===== config.mk =====
export PLATFORM = sky130hd
export DESIGN_NAME = unique_element_filter
export DESIGN_NICKNAME = d
export VERILOG_FILES = /design/src/hdl/uef_pkg.sv /design/src/hdl/uef_slot.sv /design/src/hdl/uef_hist.sv /design/src/hdl/uef_buf.sv /design/src/hdl/uef_ctrl.sv /design/src/hdl/unique_element_filter.sv
export VERILOG_INCLUDE_DIRS = /design/src /design/src/hdl
export SDC_FILE = /design/constraint.sdc
export NUM_CORES = 2
export LEC_CHECK = 0
export BUFFER_PORTS_ARGS = -buffer_cell sky130_fd_sc_hd__buf_2
export CORE_MARGIN = 2
export CORE_UTILIZATION = 45
export DETAILED_ROUTE_END_ITERATION = 6
export GPL_ROUTABILITY_DRIVEN = 0
export PLACE_DENSITY = 0.7
export SLEW_MARGIN = 20
export SYNTH_ARGS = -nofsm -noshare
export SYNTH_HDL_FRONTEND = slang
export SYNTH_SLANG_ARGS = --single-unit

===== constraint.sdc =====
create_clock -name clk -period 46.8 [get_ports clk]
set_clock_uncertainty 0.2 [all_clocks]
set_input_delay 0 -clock clk [delete_from_list [all_inputs] [get_ports clk]]
set_output_delay 0 -clock clk [all_outputs]
set_load 0.05 [all_outputs]

===== src/hdl/unique_element_filter_macros.svh =====
// assertion helpers for the unique element filter
`ifndef UNIQUE_ELEMENT_FILTER_MACROS_SVH
`define UNIQUE_ELEMENT_FILTER_MACROS_SVH

`ifndef SYNTH
// same-cycle implication
`define UEF_ASSERT_IMP(lbl, clk, rst, ante, cons) \
  lbl: assert property (@(posedge clk) disable iff (rst) (ante) |-> (cons)) \
    else $error("uef check failed");
// next-cycle implication
`define UEF_ASSERT_NXT(lbl, clk, rst, ante, cons) \
  lbl: assert property (@(posedge clk) disable iff (rst) (ante) |=> (cons)) \
    else $error("uef check failed");
`else
`define UEF_ASSERT_IMP(lbl, clk, rst, ante, cons)
`define UEF_ASSERT_NXT(lbl, clk, rst, ante, cons)
`endif

`endif


===== src/hdl/uef_pkg.sv =====
package uef_pkg;

  localparam int VALUE_W          = 10;
  localparam int DEF_VALUE_RANGE  = 1024;
  localparam int DEF_MAX_ELEMENTS = 16;

  typedef enum logic [3:0] {
    ST_CLR_ALL,
    ST_IDLE,
    ST_SLOT,
    ST_HRD,
    ST_WALK_BRD,
    ST_WALK_HRD,
    ST_WALK_CHK,
    ST_FLUSH,
    ST_ZAP_BRD,
    ST_ZAP_WR
  } uef_state_t;

  typedef struct packed {
    logic               valid;
    logic [VALUE_W-1:0] value;
    logic               none;
    logic               last;
  } push_t;

endpackage


===== src/hdl/uef_slot.sv =====
module uef_slot #(
  parameter int VALUE_RANGE = 1024,
  localparam int SLOT_W = $clog2(VALUE_RANGE)
) (
  input  logic                        clk,
  input  logic                        rst,
  input  logic                        start,
  input  logic [uef_pkg::VALUE_W-1:0] value,
  output logic [SLOT_W-1:0]           slot,
  output logic                        done
);
  import uef_pkg::*;

  // quotient as (value * RECIP) >> MUL_SH, exact over the whole value field
  localparam int     MUL_SH  = VALUE_W + SLOT_W;
  localparam int     RECIP_W = VALUE_W + 1;
  localparam int     PROD_W  = VALUE_W + RECIP_W;
  localparam longint RECIP_L = ((longint'(1) << MUL_SH) + longint'(VALUE_RANGE) - longint'(1))
                               / longint'(VALUE_RANGE);
  localparam logic [RECIP_W-1:0] RECIP    = RECIP_W'(RECIP_L);
  // quotient is zero whenever the range exceeds this width
  localparam logic [RECIP_W-1:0] RANGE_LO = RECIP_W'(VALUE_RANGE);

  logic [VALUE_W-1:0]        v_q;
  logic [VALUE_W-1:0]        q;
  logic [PROD_W-1:0]         prod;
  logic [PROD_W-1:0]         back;
  logic [VALUE_W-1:0]        r;
  logic                      busy;
  logic [SLOT_W+VALUE_W-1:0] r_ext;

  assign prod = PROD_W'(value) * PROD_W'(RECIP);
  assign back = PROD_W'(q) * PROD_W'(RANGE_LO);

  // two steps: quotient, then remainder
  always_ff @(posedge clk) begin
    if (rst) begin
      busy <= 1'b0;
    end else if (start) begin
      v_q  <= value;
      q    <= VALUE_W'(prod >> MUL_SH);
      busy <= 1'b1;
    end else if (busy) begin
      r    <= v_q - back[VALUE_W-1:0];
      busy <= 1'b0;
    end
  end

  assign r_ext = {{SLOT_W{1'b0}}, r};
  assign slot  = r_ext[SLOT_W-1:0];
  assign done  = !busy;

endmodule


===== src/hdl/uef_hist.sv =====
module uef_hist #(
  parameter int VALUE_RANGE = 1024,
  localparam int SLOT_W = $clog2(VALUE_RANGE)
) (
  input  logic              clk,
  input  logic              rd_en,
  input  logic [SLOT_W-1:0] raddr,
  output logic [1:0]        rdata,
  input  logic              wr_en,
  input  logic [SLOT_W-1:0] waddr,
  input  logic [1:0]        wdata
);

  logic [1:0] mem [VALUE_RANGE];

  always_ff @(posedge clk) begin
    if (wr_en) mem[waddr] <= wdata;
  end

  always_ff @(posedge clk) begin
    if (rd_en) rdata <= mem[raddr];
  end

endmodule


===== src/hdl/uef_buf.sv =====
module uef_buf #(
  parameter int MAX_ELEMENTS = 16,
  parameter int SLOT_W = 10,
  localparam int IDX_W = (MAX_ELEMENTS > 1) ? $clog2(MAX_ELEMENTS) : 1
) (
  input  logic                        clk,
  input  logic                        wr_en,
  input  logic [IDX_W-1:0]            waddr,
  input  logic [SLOT_W-1:0]           wslot,
  input  logic [uef_pkg::VALUE_W-1:0] wvalue,
  input  logic                        rd_en,
  input  logic [IDX_W-1:0]            raddr,
  output logic [SLOT_W-1:0]           rslot,
  output logic [uef_pkg::VALUE_W-1:0] rvalue
);
  import uef_pkg::*;

  // each entry keeps the element and its histogram slot
  logic [SLOT_W+VALUE_W-1:0] mem [MAX_ELEMENTS];

  always_ff @(posedge clk) begin
    if (wr_en) mem[waddr] <= {wslot, wvalue};
  end

  always_ff @(posedge clk) begin
    if (rd_en) {rslot, rvalue} <= mem[raddr];
  end

endmodule


===== src/hdl/uef_ctrl.sv =====
module uef_ctrl #(
  parameter int VALUE_RANGE = 1024,
  parameter int MAX_ELEMENTS = 16,
  localparam int SLOT_W = $clog2(VALUE_RANGE),
  localparam int IDX_W = (MAX_ELEMENTS > 1) ? $clog2(MAX_ELEMENTS) : 1,
  localparam int CNT_W = $clog2(MAX_ELEMENTS + 1)
) (
  input  logic                        clk,
  input  logic                        rst,
  input  logic                        in_valid,
  input  logic [uef_pkg::VALUE_W-1:0] in_value,
  input  logic                        in_end,
  output logic                        in_stall,
  output logic                        slot_start,
  input  logic                        slot_done,
  input  logic [SLOT_W-1:0]           slot,
  output logic                        hist_rd_en,
  output logic [SLOT_W-1:0]           hist_raddr,
  input  logic [1:0]                  hist_rdata,
  output logic                        hist_wr_en,
  output logic [SLOT_W-1:0]           hist_waddr,
  output logic [1:0]                  hist_wdata,
  output logic                        buf_wr_en,
  output logic [IDX_W-1:0]            buf_waddr,
  output logic [SLOT_W-1:0]           buf_wslot,
  output logic [uef_pkg::VALUE_W-1:0] buf_wvalue,
  output logic                        buf_rd_en,
  output logic [IDX_W-1:0]            buf_raddr,
  input  logic [SLOT_W-1:0]           buf_rslot,
  input  logic [uef_pkg::VALUE_W-1:0] buf_rvalue,
  input  logic                        out_free,
  output uef_pkg::push_t              push
);
  import uef_pkg::*;

  uef_state_t         state, state_next;
  logic [SLOT_W-1:0]  clr_idx;
  logic [CNT_W-1:0]   count;
  logic [IDX_W-1:0]   idx;
  logic [VALUE_W-1:0] cur_value;
  logic               cur_last;
  logic [VALUE_W-1:0] pend;
  logic               pend_valid;

  logic [CNT_W-1:0]   count_inc;
  logic [CNT_W-1:0]   idx_inc;
  logic               closing;
  logic               last_elem;
  logic               cand;
  logic               walk_go;

  assign count_inc = count + CNT_W'(1);
  assign idx_inc   = CNT_W'(idx) + CNT_W'(1);
  assign closing   = cur_last || (count_inc == CNT_W'(MAX_ELEMENTS));
  assign last_elem = (idx_inc == count);
  assign cand      = (hist_rdata == 2'd1);
  // a new candidate must first push out the held one
  assign walk_go   = !(cand && pend_valid) || out_free;

  always_comb begin
    state_next = state;
    case (state)
      ST_CLR_ALL:  if (clr_idx == SLOT_W'(VALUE_RANGE - 1)) state_next = ST_IDLE;
      ST_IDLE:     if (in_valid) state_next = ST_SLOT;
      ST_SLOT:     if (slot_done) state_next = ST_HRD;
      ST_HRD:      state_next = closing ? ST_WALK_BRD : ST_IDLE;
      ST_WALK_BRD: state_next = ST_WALK_HRD;
      ST_WALK_HRD: state_next = ST_WALK_CHK;
      ST_WALK_CHK: if (walk_go) state_next = last_elem ? ST_FLUSH : ST_WALK_BRD;
      ST_FLUSH:    if (out_free) state_next = ST_ZAP_BRD;
      ST_ZAP_BRD:  state_next = ST_ZAP_WR;
      ST_ZAP_WR:   if (last_elem) state_next = ST_IDLE;
                   else state_next = ST_ZAP_BRD;
      default:     state_next = ST_CLR_ALL;
    endcase
  end

  always_comb begin
    in_stall   = 1'b1;
    slot_start = 1'b0;
    hist_rd_en = 1'b0;
    hist_raddr = slot;
    hist_wr_en = 1'b0;
    hist_waddr = slot;
    hist_wdata = 2'd0;
    buf_wr_en  = 1'b0;
    buf_waddr  = count[IDX_W-1:0];
    buf_wslot  = slot;
    buf_wvalue = cur_value;
    buf_rd_en  = 1'b0;
    buf_raddr  = idx;
    push       = '0;
    case (state)
      ST_CLR_ALL: begin
        hist_wr_en = 1'b1;
        hist_waddr = clr_idx;
      end
      ST_IDLE: begin
        in_stall   = 1'b0;
        slot_start = in_valid;
      end
      ST_SLOT: begin
        hist_rd_en = slot_done;
      end
      ST_HRD: begin
        hist_wr_en = 1'b1;
        hist_wdata = (hist_rdata >= 2'd2) ? 2'd2 : hist_rdata + 2'd1;
        buf_wr_en  = 1'b1;
      end
      ST_WALK_BRD: begin
        buf_rd_en = 1'b1;
      end
      ST_WALK_HRD: begin
        hist_rd_en = 1'b1;
        hist_raddr = buf_rslot;
      end
      ST_WALK_CHK: begin
        if (cand && pend_valid && out_free) begin
          push.valid = 1'b1;
          push.value = pend;
        end
      end
      ST_FLUSH: begin
        if (out_free) begin
          push.valid = 1'b1;
          push.value = pend_valid ? pend : '0;
          push.none  = !pend_valid;
          push.last  = 1'b1;
        end
      end
      ST_ZAP_BRD: begin
        buf_rd_en = 1'b1;
      end
      ST_ZAP_WR: begin
        hist_wr_en = 1'b1;
        hist_waddr = buf_rslot;
      end
      default: begin
        in_stall = 1'b1;
      end
    endcase
  end

  always_ff @(posedge clk) begin
    if (rst) begin
      state      <= ST_CLR_ALL;
      clr_idx    <= '0;
      count      <= '0;
      idx        <= '0;
      pend_valid <= 1'b0;
    end else begin
      state <= state_next;
      case (state)
        ST_CLR_ALL: clr_idx <= clr_idx + SLOT_W'(1);
        ST_IDLE: begin
          if (in_valid) begin
            cur_value <= in_value;
            cur_last  <= in_end;
          end
        end
        ST_HRD: begin
          count      <= count_inc;
          idx        <= '0;
          pend_valid <= 1'b0;
        end
        ST_WALK_CHK: begin
          if (walk_go) begin
            if (cand) begin
              pend       <= buf_rvalue;
              pend_valid <= 1'b1;
            end
            idx <= last_elem ? '0 : idx + IDX_W'(1);
          end
        end
        ST_ZAP_WR: begin
          if (last_elem) begin
            idx   <= '0;
            count <= '0;
          end else begin
            idx <= idx + IDX_W'(1);
          end
        end
        default: begin
          count <= count;
        end
      endcase
    end
  end

endmodule


===== src/hdl/unique_element_filter.sv =====
// unique element filter
// input channel: one beat per element (value, end_of_set) on in_valid/in_stall;
// a beat is taken at a rising edge with in_valid high and in_stall low.
// output channel: result beats (unique_value, none_found, last_result) on
// out_valid/out_stall, held in an output register until taken.
// loading: each element passes through taking the beat, the
// reciprocal-multiply slot reduction (quotient, then remainder) and the
// histogram and buffer write; the histogram read-modify-write makes one
// access a cycle, on the memory's separate read and write ports.
// a set closes on end_of_set or when MAX_ELEMENTS elements are held; the
// emit walk then reads each buffered element (buffer, histogram, check)
// and a flush step sends the last result; a second walk then clears the
// touched histogram slots, after which the next element is taken.
// results come out in input order; the final one carries last_result, and a
// set with no unique element gives one beat with none_found set.
// reset: a clearing pass writes zero to every histogram entry, with
// in_stall held high throughout.
// out_stall freezes the output beat; the walk pauses while a new result waits.
module unique_element_filter #(
  parameter int VALUE_RANGE = uef_pkg::DEF_VALUE_RANGE,
  parameter int MAX_ELEMENTS = uef_pkg::DEF_MAX_ELEMENTS
) (
  input  logic                        clk,
  input  logic                        rst,
  input  logic                        in_valid,
  output logic                        in_stall,
  input  logic [uef_pkg::VALUE_W-1:0] value,
  input  logic                        end_of_set,
  output logic                        out_valid,
  input  logic                        out_stall,
  output logic [uef_pkg::VALUE_W-1:0] unique_value,
  output logic                        none_found,
  output logic                        last_result
);
  import uef_pkg::*;
  `include "unique_element_filter_macros.svh"

  localparam int SLOT_W = $clog2(VALUE_RANGE);
  localparam int IDX_W  = (MAX_ELEMENTS > 1) ? $clog2(MAX_ELEMENTS) : 1;

  // slot reduction unit
  logic              slot_start;
  logic              slot_done;
  logic [SLOT_W-1:0] slot;

  // histogram port
  logic              hist_rd_en;
  logic [SLOT_W-1:0] hist_raddr;
  logic [1:0]        hist_rdata;
  logic              hist_wr_en;
  logic [SLOT_W-1:0] hist_waddr;
  logic [1:0]        hist_wdata;

  // element buffer port
  logic               buf_wr_en;
  logic [IDX_W-1:0]   buf_waddr;
  logic [SLOT_W-1:0]  buf_wslot;
  logic [VALUE_W-1:0] buf_wvalue;
  logic               buf_rd_en;
  logic [IDX_W-1:0]   buf_raddr;
  logic [SLOT_W-1:0]  buf_rslot;
  logic [VALUE_W-1:0] buf_rvalue;

  // result hand-off into the output register
  push_t push;
  logic  out_free;

  uef_slot #(.VALUE_RANGE(VALUE_RANGE)) u_slot (
    .clk   (clk),
    .rst   (rst),
    .start (slot_start),
    .value (value),
    .slot  (slot),
    .done  (slot_done)
  );

  uef_hist #(.VALUE_RANGE(VALUE_RANGE)) u_hist (
    .clk   (clk),
    .rd_en (hist_rd_en),
    .raddr (hist_raddr),
    .rdata (hist_rdata),
    .wr_en (hist_wr_en),
    .waddr (hist_waddr),
    .wdata (hist_wdata)
  );

  uef_buf #(.MAX_ELEMENTS(MAX_ELEMENTS), .SLOT_W(SLOT_W)) u_buf (
    .clk    (clk),
    .wr_en  (buf_wr_en),
    .waddr  (buf_waddr),
    .wslot  (buf_wslot),
    .wvalue (buf_wvalue),
    .rd_en  (buf_rd_en),
    .raddr  (buf_raddr),
    .rslot  (buf_rslot),
    .rvalue (buf_rvalue)
  );

  uef_ctrl #(.VALUE_RANGE(VALUE_RANGE), .MAX_ELEMENTS(MAX_ELEMENTS)) u_ctrl (
    .clk        (clk),
    .rst        (rst),
    .in_valid   (in_valid),
    .in_value   (value),
    .in_end     (end_of_set),
    .in_stall   (in_stall),
    .slot_start (slot_start),
    .slot_done  (slot_done),
    .slot       (slot),
    .hist_rd_en (hist_rd_en),
    .hist_raddr (hist_raddr),
    .hist_rdata (hist_rdata),
    .hist_wr_en (hist_wr_en),
    .hist_waddr (hist_waddr),
    .hist_wdata (hist_wdata),
    .buf_wr_en  (buf_wr_en),
    .buf_waddr  (buf_waddr),
    .buf_wslot  (buf_wslot),
    .buf_wvalue (buf_wvalue),
    .buf_rd_en  (buf_rd_en),
    .buf_raddr  (buf_raddr),
    .buf_rslot  (buf_rslot),
    .buf_rvalue (buf_rvalue),
    .out_free   (out_free),
    .push       (push)
  );

  // output register: free when empty or its beat leaves this cycle
  assign out_free = !out_valid || !out_stall;

  always_ff @(posedge clk) begin
    if (rst) begin
      out_valid <= 1'b0;
    end else if (push.valid) begin
      out_valid <= 1'b1;
    end else if (!out_stall) begin
      out_valid <= 1'b0;
    end
  end

  always_ff @(posedge clk) begin
    if (push.valid) begin
      unique_value <= push.value;
      none_found   <= push.none;
      last_result  <= push.last;
    end
  end

  // a held beat is never overwritten
  `UEF_ASSERT_IMP(a_no_overwrite, clk, rst, push.valid, out_free)
  // a taken element always starts a busy stretch
  `UEF_ASSERT_NXT(a_busy_after_take, clk, rst, in_valid && !in_stall, in_stall)
  // the empty-set marker is alone and carries a zero value
  `UEF_ASSERT_IMP(a_none_is_last, clk, rst, out_valid && none_found,
                  last_result && (unique_value == '0))

endmodule

# Yosys cells after proc, flatten, opt, wreduce, memory -nomap -nowiden

Memory sizes are Yosys's and may differ from the RTL's. A register that Yosys moved wholly into a read port is not among the register bits.
Cells that the tools add are included.

Bits in registers: 79
RAM bits: 2368
Input port bits: 15
Output and inout port bits: 14
Logic and storage cells: 109
Memories: 2

Memories:

| memory     | words | bits a word | rd ports | clocked after memory_dff | write ports | RTL line       | source |
|---|---|---|---|---|---|---|---|
| u_hist.mem | 1024  | 2           | 1        | 1                        | 1           | uef_hist.sv:14 | `logic [1:0] mem [VALUE_RANGE];` |
| u_buf.mem  | 16    | 20          | 1        | 1                        | 1           | uef_buf.sv:19  | `logic [SLOT_W+VALUE_W-1:0] mem [MAX_ELEMENTS];` |

Add/subtract/negate cells: 5
Magnitude comparators: 1
Equal/unequal tests: 21
Mux-type cells: 38
Bitwise operators: 2
Reductions and logical operators: 25

Operators with widths:

| operator              | number |
|---|---|
| $pmux 4 s10           | 1 |
| $mux 4                | 8 |
| $pmux 11 s2           | 1 |
| $mux 10               | 2 |
| $pmux 10 s2           | 1 |
| $eq 4x3->1 const B    | 4 |
| $mux 1                | 14 |
| $mux 13               | 1 |
| $ne 2x1->1 const B    | 6 |
| $pmux 4 s3            | 1 |
| $mux 11               | 1 |
| $add 10x1->10 const B | 1 |
| $eq 10x10->1 const B  | 1 |
| $pmux 5 s2            | 1 |
| $reduce_and 3->1      | 3 |
| $eq 4x2->1 const B    | 2 |
| $eq 4x4->1 const B    | 2 |
| $reduce_and 2->1      | 4 |
| $mux 2                | 3 |
| $add 4x1->5 const B   | 1 |
| $add 5x1->5 const B   | 1 |
| $eq 5x5->1            | 1 |
| $eq 5x5->1 const B    | 1 |
| $logic_not 1->1       | 5 |
| other kinds (19)      | 26 |

# Logic depth before layout (Yosys ltp)

Depth after elaboration: 6
Gate-level depth with buffers: 17
Mapped depth without buffers: 11

# Cells and area by module

A second synthesis with hierarchy kept.

Cells, all modules: 5658
Area total of the unflattened synthesis: 100199.8 um2

Modules (own cells, without submodules):

| module                | times used | cells each | area each (um2) | sequential area each (um2) |
|---|---|---|---|---|
| uef_hist              | 1          | 4793       | 83777.8         | 61559.0 |
| uef_buf               | 1          | 533        | 12731.0         | 10209.8 |
| uef_ctrl              | 1          | 291        | 2648.8          | 1111.1 |
| uef_slot              | 1          | 25         | 649.4           | 620.6 |
| unique_element_filter | 1          | 16         | 392.9           | 380.4 |

# Least setup slack after synthesis

OpenSTA, ideal clock, no wires.

Path type: register to register
From: register u_ctrl.state[3]
To: memory u_hist.mem[0][0], data pin
Library setup time: 7.757 ns
Data arrival time: 39.149 ns
Data required time: 38.843 ns
Path slack: -0.306 ns
Stages on the path, launching flop included: 5
Path buffers: 1
Period minus slack after synthesis: 47.106 ns
Path through: dfxtp_1 > buf_4 > nor2_1 > nand3_1 > nor3_1

Longest elaborated chain between the ends: 2

Ends and longest elaborated chain:

| what                    | RTL line                    | source |
|---|---|---|
| start, declared         | uef_ctrl.sv:36              | `uef_state_t state, state_next;` |
| start signal, assigned  | uef_ctrl.sv:152             | `state <= state_next;` |
| $eq 4x2->1              | uef_ctrl.sv:93              | `case (state)` |
| $mux 2                  | uef_ctrl.sv:93              |  |
| named net hist_wdata[0] | unique_element_filter.sv:52 | `logic [1:0] hist_wdata;` |
| end, declared           | uef_hist.sv:14              |  |

The timed path passes the listed nets, and every way through them passes these cells.

# Worst setup path in the final report

From: register u_ctrl.state[0]
To: register u_hist.rdata[1], read port of u_hist.mem, data pin

Longest elaborated chain between the ends: 2
Elaborated cells on any way between the ends: 4
Those cells by class: 2 x eq/ne; 2 x mux

Ends and longest elaborated chain:

| what                                            | RTL line       | source |
|---|---|---|
| $eq 4x3->1 / $eq 4x2->1 (equally long branches) | uef_ctrl.sv:93 |  |
| $pmux 1 s2 / $mux 10 (equally long branches)    | uef_ctrl.sv:93 |  |
| end, declared                                   | uef_hist.sv:8  | `output logic [1:0] rdata,` |

Parallel ways exist; a longest one is shown, timed or not.
A chain may end at the register's enable or synchronous reset.

==> impl_metrics.toml <==
[yosys]
seq_area_frac_synth_pct = 73.5
postSynth.asyncResetShare_pct = 0
ys_warn_count = 0
synth_flop_cell = "edfxtp_1"
ys_seq_elements = 2469
yosysTopAreaCell = "edfxtp_1"
netlist_area_um2 = 101000
post-synth-top-count-cell = "edfxtp_1"
yosys-top-cells-count = "edfxtp_1, nor2_1, nand2_1"
synthDominantCellAreaShare_pct = 72.9
synth.area.top_cells = "edfxtp_1, mux4_2, nor2_1"
syn_inst = 6908
avgSynthCellArea_um2 = 14.6
syn_nets = 6929
synth-edff-count = 2443
synth_cell_types = 79

[routing]
routed_via_density = 6.37
ant_nets = 0
wl_per_cell_um = 30.1
dr_total_vias = 64002
first_pass_iters = 7
first_iter_violations = 10972
drc = 2
wirelength_um = 302000

[power]
comb_power_share_pct = 6.6
p_int_uw = 3560
p_sw_uw = 1140
leakage_uw = 0.0330
finalPower_uw = 4700
vdd.ir_drop.worst_mv = 0.0561
p_sw_share_pct = 24.3
clkPwrFrac_pct = 41.6
powerDensity_nw_per_um2 = 41.8
seq_power_share_pct = 51.8

[global_route]
grt_usage_pct = 25.9
grt_pass1_vias = 61468
grt_pass1_wl_um = 429000
use_met2_pct = 39.8
grt.overflow.total = 0
antenna_found_initial = 12
grt_busiest_layer = "met2"
gr-usage-met1_pct = 34.3
grtUsageMet3_pct = 7.12
grt_max_degree = 261

[clocking]
cts_buffers = 240
cts_buffer_depth = 3
h-tree-depth = 4
cts_setup_buffers = 0
clock-sinks = 2469
cts_tree = "built"
ctsResizeCount = 0
clkTransAtPathRegs_ns = 0.07
clk_latency_ns = 0.95
clock-root-buffer = "clkbuf_16"
ctsHoldBuffers = 31

[placed_design]
placed_cells = 9565
numPortBuffers = 28
dp_hpwl_um = 164000

[worst_setup_path]
timing.rr.end = "u_hist.rdata[1]$_DFFE_PP_"
cp_data_required_time_ns = 47.26
start_kind = "flop"
r2r-start = "u_ctrl.state[0]$_SDFFE_PP0P_"
worst_ep_arrival_time_ns = 7.66
ff2ff_path_depth = 13
cp_max_fo = 65
r2r_slack_ns = 39.60
endpoint_kind = "flop"
crit_type = "reg2reg"

[sta]
finalCriticalPeriod_ns = 7.20
hold_viol_final = 0
maxSlewViolCount = 0
clock.fmax_ghz = 0.139
finalSetupTns_ns = 0
worst_slew_pin_slew_ns = 1.37
slew_headroom_pct = 8.23
rsz0062_at_grt = "false"
setup_viol = 0
timing.final.crit_share_pct = 15.4

[die]
ios = 29
die_h_um = 477
die_x_um = 477
initial_core_util_pct = 45.2
row_count = 173
dieArea_um2 = 227000
core_um2 = 222000

[cells_and_area]
synthToLayoutAreaGrowth_pct = 11.6
fin_nets = 6885
drive_gt1_share_pct = 13.2
seqCellArea_um2 = 73900
multi_input_area_um2 = 24700
final_cells = 10052
n_fill_cell = 18168

[run_status]
violations = "design-rule violations"
status = "finished, violations left"

[flow_run]
drv_cap = 0

[hold_path]
hp-class = "in2reg"
hold_end = "unique_value[9]$_DFFE_PP_"
worstHoldStart = "out_stall"
hold-path-cell-count = 4
==> kinds of logic after synthesis <==
family,share of synthesized area [%]
xor gates and xnor gates,0.131
muxes,8.21
AOI/OAI and AO/OA,4.73
buffers and inverters,2.48
and+or+nand+nor,10.9
DFF,73.5
adders and majority gates,0.0746
==> cell type report <==
type,instances,area share (%)
inverter,8,0.0268
multi-input combinational,3919,22.0
clock inverter,152,1.55
clock buffer,295,5.56
timing repair buffer,226,1.64
antenna,8,0.0178
sequential,2469,65.9
tap,2975,3.32
==> worst max-delay path by stage <==
stage,slack (ns),startpoint,cells after the start,to
after detailed placement,39.51,u_ctrl.state[0]$_SDFFE_PP0P_,13,u_hist.rdata[1]$_DFFE_PP_
after global placement,39.67,u_ctrl.state[0]$_SDFFE_PP0P_,13,u_hist.rdata[1]$_DFFE_PP_
after floorplan,17.09,u_ctrl.state[3]$_SDFFE_PP0P_,4,u_hist.mem[0][1]$_DFFE_PP_
final,39.60,u_ctrl.state[0]$_SDFFE_PP0P_,13,u_hist.rdata[1]$_DFFE_PP_
after CTS,39.50,u_ctrl.state[0]$_SDFFE_PP0P_,13,u_hist.rdata[1]$_DFFE_PP_
after global routing,39.34,u_ctrl.state[0]$_SDFFE_PP0P_,13,u_hist.rdata[1]$_DFFE_PP_
==> worst max-delay path: stages (launching register included) <==
cell and delay [ns]:
dfxtp_1 0.70, nand4bb_4 0.69, mux2_8 0.85, buf_4 0.51, buf_4 0.76, buf_4 0.70, mux2i_1 0.32, o22ai_1 0.12
nor4_1 0.52, nor3_1 0.14, nor4_2 0.64, nor4_1 0.09, a211oi_1 0.33, a31oi_1 0.09
==> cells in the final DEF (no fill, tap or decap), types with 11 or more instances in the layout <==
master,Yosys,layout
a2111oi_0,24,24
a211oi_1,19,19
a21oi_1,211,208
a221oi_1,34,34
a22oi_1,59,59
a31oi_1,88,88
a32oi_1,66,66
and2_1,19,19
and3_1,12,12
buf_2,117,28
buf_4,37,156
bufinv_16,0,24
clkbuf_1,267,52
clkbuf_16,0,240
clkinv_1,0,44
clkinv_16,0,14
clkinv_2,0,46
clkinvlp_4,0,13
dfxtp_1,26,22
dlygate4sd3_1,0,31
edfxtp_1,2443,2443
mux2i_1,219,213
mux4_2,257,257
nand2_1,1068,1020
nand2_2,1,47
nand3_1,267,267
nand4_1,51,51
nor2_1,1128,1107
nor2_4,0,18
nor3_1,55,46
nor4_1,37,36
o211ai_1,11,11
o21ai_0,53,53
o21ai_1,13,13
o221ai_1,22,22
o22ai_1,51,51
==> sequential cells by signal (all words and copies together) (netlist names) <==
signal	flops
u_hist.mem	2048
u_buf.mem	320
u_buf.rslot	10
u_buf.rvalue	10
u_ctrl.buf_wvalue	10
u_ctrl.clr_idx	10
u_ctrl.pend	10
u_slot.slot	10
u_slot.v_q	10
unique_value	10
u_ctrl.count	5
u_ctrl.buf_raddr	4
u_ctrl.state	4
u_hist.rdata	2
last_result	1
none_found	1
out_valid	1
u_ctrl.cur_last	1
u_ctrl.pend_valid	1
u_slot.busy	1
==> metal layers <==
| metal | vias up | share of wire, % |
|---|---|---|
| met5 | - | 0.029 |
| met2 | 4996 | 46 |
| met1 | 32120 | 35 |
| li1 | 25925 | - |
| met3 | 949 | 14 |
| met4 | 12 | 5.4 |
==> stage by stage <==
stage / utilization (%) / hold slack (ns) / setup WS, ns / instance area (um^2)
after floorplan: - / -0.101 / 17.09 / 101000
after global placement: 46.7 / -0.00751 / 39.67 / 104000
after detailed placement: 46.7 / 0.000222 / 39.51 / 104000
after CTS: 50.4 / 0.0226 / 39.50 / 112000
after global routing: 50.5 / 0.0479 / 39.34 / 112000
final: 50.5 / 0.0902 / 39.60 / 112000
==> power by group through the flow <==
| stage | registers, uW | logic [uW] | clock network, uW |
|---|---|---|---|
| floorplan | 2480 | 135 | 0 |
| global placement | 2480 | 291 | 0 |
| detailed placement | 2480 | 293 | 0 |
| CTS | 2430 | 296 | 1960 |
| global route | 2430 | 310 | 2040 |
| finish | 2430 | 312 | 1950 |
Note: power is estimated with default switching activity, not from simulation.
